**src/hw/rtl/ln_pkg.sv**
```systemverilog
`timescale 1ns / 1ps
// ----------------------------------------------------------------------------
// ln_pkg
// shared constants, command and status types for the layer norm block
// ----------------------------------------------------------------------------
package ln_pkg;

  localparam int MAX_LEN_DEF = 1024;
  localparam int DATA_W      = 16;
  localparam int INV_W       = 24;
  localparam int DIVR_W      = 33;
  localparam int RECIP_SHIFT = 48;

  typedef enum logic [1:0] {
    DIV_MEAN = 2'd0,
    DIV_VAR  = 2'd1,
    DIV_INV  = 2'd2
  } div_sel_t;

  typedef struct packed {
    logic     load;
    logic     clear;
    logic     emit_cap;
    logic     div_start;
    div_sel_t div_sel;
    logic     sweep_rd;
    logic     sqrt_start;
    logic     emit_rd;
    logic     mul1;
    logic     mul2;
    logic     emit_fin;
    logic     nodata_fin;
  } ln_cmd_t;

  typedef struct packed {
    logic div_done;
    logic sqrt_done;
    logic sweep_end;
    logic pipe_idle;
    logic emit_last;
    logic out_free;
  } ln_sts_t;

endpackage

```
**src/hw/rtl/ln_ctrl.sv**
```systemverilog
`timescale 1ns / 1ps
// ----------------------------------------------------------------------------
// ln_ctrl
// sequencer for loads, the closing pass and emits
// ----------------------------------------------------------------------------
module ln_ctrl (
  input  logic            clk,
  input  logic            rst,
  input  logic            in_valid,
  input  logic            in_action,
  input  logic            in_last,
  output logic            in_ready,
  input  ln_pkg::ln_sts_t sts,
  output ln_pkg::ln_cmd_t cmd
);
  import ln_pkg::*;

  typedef enum logic [12:0] {
    S_IDLE      = 13'b0000000000001,
    S_MEAN_GO   = 13'b0000000000010,
    S_MEAN_WAIT = 13'b0000000000100,
    S_SWEEP     = 13'b0000000001000,
    S_DRAIN     = 13'b0000000010000,
    S_VAR_WAIT  = 13'b0000000100000,
    S_INV_GO    = 13'b0000001000000,
    S_INV_WAIT  = 13'b0000010000000,
    S_SQRT_WAIT = 13'b0000100000000,
    S_RD        = 13'b0001000000000,
    S_MUL1      = 13'b0010000000000,
    S_MUL2      = 13'b0100000000000,
    S_FIN       = 13'b1000000000000
  } state_t;

  // no-data reply shares the final state, marked by nd
  state_t state, state_next;
  logic   vec_ready, vec_ready_next;
  logic   closed, closed_next;
  logic   nd, nd_next;

  always_comb begin
    state_next     = state;
    vec_ready_next = vec_ready;
    closed_next    = closed;
    nd_next        = nd;
    cmd            = '0;
    in_ready       = (state == S_IDLE);
    unique case (state)
      S_IDLE: begin
        if (in_valid) begin
          if (!in_action) begin
            cmd.load  = 1'b1;
            cmd.clear = closed;
            if (closed) begin
              closed_next    = 1'b0;
              vec_ready_next = 1'b0;
            end
            if (in_last) begin
              closed_next = 1'b1;
              state_next  = S_MEAN_GO;
            end
          end else begin
            cmd.emit_cap = 1'b1;
            nd_next      = !vec_ready;
            state_next   = vec_ready ? S_RD : S_FIN;
          end
        end
      end
      S_MEAN_GO: begin
        cmd.div_start = 1'b1;
        cmd.div_sel   = DIV_MEAN;
        state_next    = S_MEAN_WAIT;
      end
      S_MEAN_WAIT: if (sts.div_done) state_next = S_SWEEP;
      S_SWEEP: begin
        cmd.sweep_rd = 1'b1;
        if (sts.sweep_end) state_next = S_DRAIN;
      end
      S_DRAIN: begin
        if (sts.pipe_idle) begin
          cmd.div_start = 1'b1;
          cmd.div_sel   = DIV_VAR;
          state_next    = S_VAR_WAIT;
        end
      end
      S_VAR_WAIT: if (sts.div_done) state_next = S_INV_GO;
      S_INV_GO: begin
        cmd.div_start = 1'b1;
        cmd.div_sel   = DIV_INV;
        state_next    = S_INV_WAIT;
      end
      S_INV_WAIT: begin
        if (sts.div_done) begin
          cmd.sqrt_start = 1'b1;
          state_next     = S_SQRT_WAIT;
        end
      end
      S_SQRT_WAIT: begin
        if (sts.sqrt_done) begin
          vec_ready_next = 1'b1;
          state_next     = S_IDLE;
        end
      end
      S_RD: begin
        cmd.emit_rd = 1'b1;
        state_next  = S_MUL1;
      end
      S_MUL1: begin
        cmd.mul1   = 1'b1;
        state_next = S_MUL2;
      end
      S_MUL2: begin
        cmd.mul2   = 1'b1;
        state_next = S_FIN;
      end
      S_FIN: begin
        if (sts.out_free) begin
          if (nd) begin
            cmd.nodata_fin = 1'b1;
          end else begin
            cmd.emit_fin = 1'b1;
            if (sts.emit_last) vec_ready_next = 1'b0;
          end
          state_next = S_IDLE;
        end
      end
      default: state_next = S_IDLE;
    endcase
  end

  always_ff @(posedge clk) begin
    if (rst) begin
      state     <= S_IDLE;
      vec_ready <= 1'b0;
      closed    <= 1'b0;
      nd        <= 1'b0;
    end else begin
      state     <= state_next;
      vec_ready <= vec_ready_next;
      closed    <= closed_next;
      nd        <= nd_next;
    end
  end
endmodule

```
**config.mk**
```make
export PLATFORM = sky130hd
export DESIGN_NAME = ln_ctrl
export DESIGN_NICKNAME = d
export VERILOG_FILES = /design/src/hw/rtl/ln_pkg.sv /design/src/hw/rtl/ln_ctrl.sv
export SDC_FILE = /design/constraint.sdc
export NUM_CORES = 1
export LEC_CHECK = 0
export BUFFER_PORTS_ARGS = -buffer_cell sky130_fd_sc_hd__buf_4
export CAP_MARGIN = 20
export CORE_MARGIN = 4
export CORE_UTILIZATION = 50
export CTS_BUF_LIST = sky130_fd_sc_hd__clkbuf_8 sky130_fd_sc_hd__clkbuf_16
export DETAILED_ROUTE_END_ITERATION = 12
export PLACE_DENSITY = 0.84
export SYNTH_ARGS = -nofsm -noshare
export SYNTH_HDL_FRONTEND = slang
export SYNTH_SLANG_ARGS = --single-unit
```
**constraint.sdc**
```tcl
create_clock -name clk -period 2.4 [get_ports clk]
set_input_delay 0.12 -clock clk [delete_from_list [all_inputs] [get_ports clk]]
set_output_delay 0.12 -clock clk [all_outputs]
set_load 0.02 [all_outputs]
```
### Word level (Yosys, flattened, before mapping)

Index checks and enable logic that the tools add are counted.

| word-level totals | value |
|---|---|
| word-level logic and storage cells | 74 |
| output and inout bits | 14 |
| flip-flop bits (word level) | 16 |
| input bits | 11 |

| operators by class | value |
|---|---|
| bitwise operators | 1 |
| equality and inequality tests | 26 |
| muxes and demuxes | 37 |
| reduce and logical (&&, ||, !) cells | 6 |

Operators with widths:

| kind | number |
|---|---|
| $pmux W13 S13 | 1 |
| $mux W13 | 11 |
| $ne A2 B2 Y1 const B | 11 |
| $mux W1 | 17 |
| $eq A13 B1 Y1 const B | 1 |
| $eq A13 B10 Y1 const B | 1 |
| $eq A13 B11 Y1 const B | 1 |
| $eq A13 B12 Y1 const B | 1 |
| $eq A13 B13 Y1 const B | 1 |
| $eq A13 B2 Y1 const B | 1 |
| $eq A13 B3 Y1 const B | 1 |
| $eq A13 B4 Y1 const B | 1 |
| $eq A13 B5 Y1 const B | 1 |
| $eq A13 B6 Y1 const B | 1 |
| $eq A13 B7 Y1 const B | 1 |
| $eq A13 B8 Y1 const B | 1 |
| $eq A13 B9 Y1 const B | 1 |
| $mux W3 | 3 |
| $pmux W3 S3 | 1 |
| $reduce_and A9 Y1 | 1 |
| $reduce_and A8 Y1 | 1 |
| $mux W2 | 3 |
| $reduce_and A3 Y1 | 2 |
| $ne A3 B3 Y1 const B | 1 |
| other kinds (5) | 5 |

### Longest topological paths before layout

Gate-level depths: netlist of the first run.

| logic depth | value |
|---|---|
| depth in word-level cells | 4 |
| depth in mapped cells | 7 |
| mapped depth without buffers | 5 |

### Least setup slack after synthesis of the first run

No wires, ideal clock.

| timing path | value |
|---|---|
| kind | register to register |
| start point | register state[1] |
| end point | register closed |
| setup slack | 0.186 ns |
| cell stages (with the launch flop) | 7 |
| clock period less this slack | 2.214 ns |
| buffers on the path | 1 |
| library setup time | 0.128 ns |
| data arrival time | 2.087 ns |
| data required time | 2.272 ns |
| path through | dfxtp_1 -> buf_6 -> or4b_1 -> nor4_4 -> and3b_1 -> mux2i_1 -> nor2_1 |

| between the ends | value |
|---|---|
| cells in the longest elaborated chain, start to end | 2 |

Ends and longest elaborated chain:

| what | line | text |
|---|---|---|
| start, declared | ln_ctrl.sv:35 | `state_t state, state_next;` |
| start signal, assigned | ln_ctrl.sv:137 | `state <= state_next;` |
| $eq A13 B1 Y1 | -- |  |
| named net in_ready | ln_ctrl.sv:12 | `output logic in_ready,` |
| $reduce_and A3 Y1 (no line) | -- |  |
| end signal, assigned | ln_ctrl.sv:139 | `closed <= closed_next;` |
| end, declared | ln_ctrl.sv:37 | `logic closed, closed_next;` |

The timed path passes the listed nets, and every way through them passes these cells.
A chain may end at the register's enable or synchronous reset.

### Worst setup path after layout of the first run

| timing path | value |
|---|---|
| start point | register state[0] |
| end point | register state[12] |

| between the ends | value |
|---|---|
| cells in the longest elaborated chain, start to end | 3 |
| elaborated cells on any way between the ends | 24 |
| classes of those cells | eq/ne: 22; mux: 1; reduce/logical: 1 |

Ends and longest elaborated chain:

| what | line | text |
|---|---|---|
| $eq A13 B1 Y1 (tied with other cells) | ln_ctrl.sv:47 | `unique case (state)` |
| $ne A3 B3 Y1 (no line) or $ne A2 B2 Y1 (tied branches) | -- |  |
| $reduce_and A9 Y1 (no line) | -- |  |

Several ways; a longest one is shown, not always the timed one.

==> flow_metrics.tcl, run 1 <==
set metrics [dict create \
    max-clock-path-buffers 2 \
    first_iter_violations 51 \
    whs_ns 0.1184 \
    first_pass_iters 4 \
    min_period_ns 2.277 \
    fin_tns_setup_ns 0 \
    dp_hpwl_um 2297 \
    drv_cap 0 \
    path_max_fanout 9 \
    wl_per_cell_um 16.64 \
    holdBufCountCts 0 \
    gp_congestion 0.9574 \
    crit_required_ns 2.58 \
    timing_worst_setup_path_type "reg2reg" \
    p_leak_nw 0.5691 \
    drtAntennaViolNets 0 \
    fin_nets 170 \
    multiInputGateArea_um2 725.7 \
    synth_edf_count 0 \
    wirelength_um 3061 \
    setup_viol 0 \
    grt_pass1_vias 1101 \
    yosysUniqueCellTypes 45 \
    instances_no_fill 184 \
    clk_latency_ns 0.25 \
    die_w_um 55.38 \
    met2_length_um 1463 \
    cp.arrival_ns 2.46 \
    pin_count 25 \
    start_util_pct 54.96 \
    drc 0 \
    grt_overflow_total 0 \
    postCtsSetupRepairBufs 0 \
    syn_nets 145 \
    wl_met1_um 1286 \
    cts_tree "built" \
    drv_slew 0 \
    yosysTopAreaCell "dfxtp_1" \
    fp.coreArea_um2 2042 \
    clkTransAtPathRegs_ns 0.07 \
    antenna_cells 0 \
    vias_per_cell 6.402 \
    hold_path.class "in2reg" \
    grt_max_degree 14 \
    ys_warn_count 0 \
    syn_inst 134 \
    ir_drop_v 0.0005280 \
    synth_area_um2 1122 \
    fin_skew_ns 0.003773 \
    slew_headroom_pct 66.32 \
    dp.cells 181 \
    fmax_mhz 439.3 \
    die_area_um2 3066 \
    endpoint_kind "register" \
    yosysSeqAreaShare_pct 28.54 \
    synth.area.top_cells "dfxtp_1 29%, nor3_1 3.6%, xnor2_1 3.1%, nor2_1 3.0%, or4_4 3.0%" \
    top_layer "met4" \
    rows 16 \
    syn_area_per_cell_um2 8.376 \
    fillers 179 \
    yosys_most_used_dff "dfxtp_1" \
    ff2ff_setup_slack_ns 0.12 \
    ys_ff_latch 16 \
    cp-start-kind "register" \
    cts_resized 0 \
    fp.dieH_um 55.38 \
    regArea_um2 320.3 \
    finalCritPeriodShare_pct 94.86 \
    worst_slew_pin_slew_ns 0.4982 \
    cts_max_level 1 \
    numCtsBuffers 3 \
    met3_length_um 284 \
    rsz0062_at_grt "false" \
    grt_pass1_wl_um 5071 \
    drive_above_1_share_pct 28.03 \
    antenna_found_initial 0 \
    io_buffers 24 \
    syn_to_final_growth_pct 20.96 \
    power.density_nw_per_um2 605.0 \
    final_hold_viol_count 0 \
    clockRootBuffer "clkbuf_8" \
    cts_sinks 16 \
    synth_top_area_share_pct 28.54 \
    vias 1178 \
    async_flop_share_pct 0 \
    grt.total_usage_pct 20.06 \
    outcome "finished clean" \
]
[report_power, final]
| group | leakage, nW | switching (mW) | total [mW] | internal [mW] |
|---|---|---|---|---|
| combinational | 0.418 | 0.177 | 0.310 | 0.134 |
| clock | 0.0216 | 0.0968 | 0.208 | 0.111 |
| sequential | 0.130 | 0.0235 | 0.303 | 0.279 |
[cell usage after synthesis (3+ instances only)]
cell type and n:
or4_4 3, xnor2_1 4, nand2_1 7, nor4_1 5
or3_1 4, o21ai_0 3, or2_2 3, dfxtp_1 16
inv_1 5, nor2_1 9, or4b_2 3, nor3b_1 4
buf_2 3, nand3_1 5, o21ai_1 4, nor3_1 8
o21a_1 4, a21oi_1 6
[layer usage]
layer	up-vias	track usage (%)
met5	-	0
met4	0	5.556
met3	6	4.196
li1	559	-
met1	541	26.33
met2	72	32.94
[registers in the layout, summed over array words and instances, names as in the netlist]
register and count:
closed 1, nd 1, state 13, vec_ready 1
[area by class of cell]
| class | instances | area share [%] |
|---|---|---|
| multi-input combinational | 104 | 53.46 |
| sequential | 16 | 23.59 |
| inverter | 5 | 1.382 |
| timing repair buffer | 29 | 16.04 |
| clock buffer | 3 | 3.041 |
| tap | 27 | 2.488 |
[logic make-up (layout without fill, tap and decap cells)]
kind of cell / count (synthesis) / count (layout) / synth area share (%)
XOR/XNOR: 4 / 4 / 3.121
AND/OR/NAND/NOR: 70 / 70 / 41.14
buffers and inverters: 14 / 37 / 6.800
multiplexers: 2 / 2 / 1.784
AO/OA/AOI/OAI: 28 / 28 / 18.62
flip-flops: 16 / 16 / 28.54
[stage by stage]
stage                     area, µm²  setup slack (ns)  power, mW  util [%]
after detailed placement       1316            0.1702     0.6118     64.46
after CTS                      1358            0.1526     0.8130     66.48
after global placement         1316            0.2459     0.6080     64.46
after global routing           1358          0.008638     0.8599     66.48
final                          1358            0.1234     0.8213     66.48
after floorplan                1122            0.1857     0.5187         -
[path summary, 6_finish.rpt]
| check | from | to | cells past startpoint |
|---|---|---|---|
| worst max-delay path | state[0] | state[12] | 6 |
| worst min-delay path | in_last | closed | 3 |
| worst max register to register | state[0] | state[12] | 6 |
| worst min register to register | vec_ready | state[9] | 2 |
[worst max-delay path, cell delays in order (launching register included)]
cell and delay, ns:
dfxtp_1 0.38, or4_4 0.59, o32a_1 0.42, o311ai_4 0.39, buf_4 0.20, o21ai_1 0.07, a21oi_1 0.15
[cell usage in the layout (no fill, tap or decap), drive strengths merged]
master	instances
a211o	1
a21o	1
a21oi	6
a31oi	1
a32o	1
a41oi	1
and2	1
and3	2
and3b	2
and4b	1
buf	29
clkbuf	3
dfxtp	16
inv	5
mux2i	2
nand2	7
nand2b	1
nand3	5
nand3b	1
nand4	2
nand4b	1
nor2	9
nor3	8
nor3b	4
nor4	7
nor4b	2
o21a	4
o21ai	7
o311ai	2
o32a	2
o32ai	2
or2	3
or3	4
or4	5
or4b	5
xnor2	4
No activity file was read; power rests on OpenSTA's default activity.
==> run 2, diff against run 1 <==
BUFFER_PORTS_ARGS = -buffer_cell sky130_fd_sc_hd__buf_2   (was -buffer_cell sky130_fd_sc_hd__buf_4)
==> run 2 against run 1 <==
Against the previous run:
- final cell count grew 2.2%
- highest routed layer unchanged
- design area down 1.8%
- count of clock-buffer cells in the layout rose by 1
- die area is the same
- non-clock buffer count up 3
- worst setup slack got worse by 0.029 ns
- via count is 3.4% higher
- combinational power is 3% higher
- clock skew down 0.0013 ns
- flip-flop and latch count unchanged
- global-route usage rose by 1.1 points
- first-iteration DRC count is 37% higher
- critical path type is now reg2out
==> flow_metrics.tcl, run 2 (synthesis gave the netlist of run 1 again) <==
set metrics [dict create \
    outcome "finished clean" \
    cpMaxStageDelayCell "or4b_1" \
    postCtsSetupRepairBufs 0 \
    die_area_um2 3066 \
    rows 16 \
    p_total_uw 865.7 \
    finalCritPeriodShare_pct 96.06 \
    worst-r2r-cell-count 5 \
    path_max_fanout 9 \
    crit_chain "or4b_1 > nor4_4 > and3b_1 > buf_2" \
    first_iter_violations 70 \
    fin_skew_ns 0.002455 \
    place_area_um2 1279 \
    setup_viol 0 \
    final_hold_viol_count 0 \
    largest_register_ffs 13 \
    holdBufCountCts 0 \
    instances_no_fill 188 \
    wl_per_cell_um 17.37 \
    slew_headroom_pct 62.99 \
    power.density_nw_per_um2 649.1 \
    max-clock-path-buffers 2 \
    r2r_start "state[0]" \
    antenna_cells 0 \
    rsz0062_at_grt "false" \
    vias_per_cell 6.479 \
    whs_ns 0.1280 \
    drc 0 \
    hold_path.class "in2reg" \
    finalInstanceArea_um2 1334 \
    antenna_found_initial 0 \
    hold_depth 3 \
    min_period_ns 2.305 \
    die_w_um 55.38 \
    cts_tree "built" \
    grt_max_degree 14 \
    r2r_end "state[0]" \
    fin_tns_setup_ns 0 \
    gp_congestion 0.9282 \
    numCtsBuffers 3 \
    endpoint_kind "primary output" \
    start_util_pct 54.96 \
    syn_to_final_growth_pct 18.84 \
    cp.arrival_ns 2.19 \
    drv_slew 0 \
    fp.dieH_um 55.38 \
    timing_worst_setup_path_type "reg2out" \
    drtAntennaViolNets 0 \
    final_common_cell "buf_2" \
    clkTransAtPathRegs_ns 0.07 \
    grt_overflow_total 0 \
    vias 1218 \
    p_leak_nw 0.5837 \
    grt_pass1_vias 1148 \
    first_pass_iters 4 \
    final_cell_mix "24 x buf_2, 16 x dfxtp_1, 9 x nor2_1" \
    crit_required_ns 2.28 \
    worstHoldEndpoint "closed" \
    drv_cap 0 \
    dp_hpwl_um 2425 \
    fin_nets 173 \
    clk_latency_ns 0.25 \
    cts_max_level 1 \
    ir_drop_v 0.0004848 \
    fmax_mhz 433.8 \
    grt_pass1_wl_um 5347 \
    pin_count 25 \
    worst_slew_pin_slew_ns 0.5475 \
    ff2ff_setup_slack_ns 0.11 \
    grt.total_usage_pct 21.20 \
    cp-start-kind "register" \
    min_from "in_last" \
    fp.coreArea_um2 2042 \
    drive_above_1_share_pct 29.81 \
    io_buffers 24 \
    cts_sinks 16 \
    cts_resized 0 \
    critical-path-max-stage-delay_ns 0.63 \
    clockRootBuffer "clkbuf_8" \
    dp.cells 184 \
    top_register "state" \
    wirelength_um 3266 \
]
==> run 2: cell count changes in the layout (fill, tap and decap cells not counted) <==
| cell | change |
|---|---|
| buf_2 | +24 |
| buf_4 | -21 |
| clkbuf_8 | +1 |
==> run 2: worst max path at each step <==
stage               startpoint        to  slack [ns]  cells past startpoint
detailed placement    state[0]  state[0]        0.19                      5
CTS                   state[1]   cmd[12]        0.12                      4
global placement      state[0]  state[0]        0.20                      5
finish                state[1]   cmd[12]        0.09                      4
floorplan             state[1]    closed        0.19                      6
global route          state[0]  state[0]        0.02                      5
==> run 2: routing by layer <==
| layer | track usage, % | up-vias | wire length [µm] |
|---|---|---|---|
| met5 | 0 | - | 0 |
| li1 | - | 570 | - |
| met4 | 6.597 | 0 | 41 |
| met1 | 26.90 | 571 | 1307 |
| met2 | 35.81 | 71 | 1638 |
| met3 | 4.196 | 6 | 279 |
==> run 2: power breakdown <==
group          internal [mW]  switching (mW)  leakage (nW)
clock                  0.146           0.103        0.0288
combinational          0.129           0.190         0.425
sequential             0.279          0.0197         0.130
==> run 2: final cells by class <==
type	count	area, µm²
clock buffers	4	55.05
fillers	185	708.2
inverters	5	18.77
multi-input cells	104	725.7
flip-flops and latches	16	320.3
well taps	27	33.78
repair buffers	32	180.2
==> run 2: critical path, delay by kind of cell, from the launching register on <==
family / cells / cell delay (ns)
flops: 1 / 0.39
buf+inv: 1 / 0.18
simple gates: 3 / 1.36
==> run 2: per-stage QoR <==
stage | utilization (%) | setup slack [ns]
after floorplan | - | 0.1857
after global placement | 62.62 | 0.2027
after detailed placement | 62.62 | 0.1863
after CTS | 65.32 | 0.1174
after global routing | 65.32 | 0.01546
final | 65.32 | 0.09460
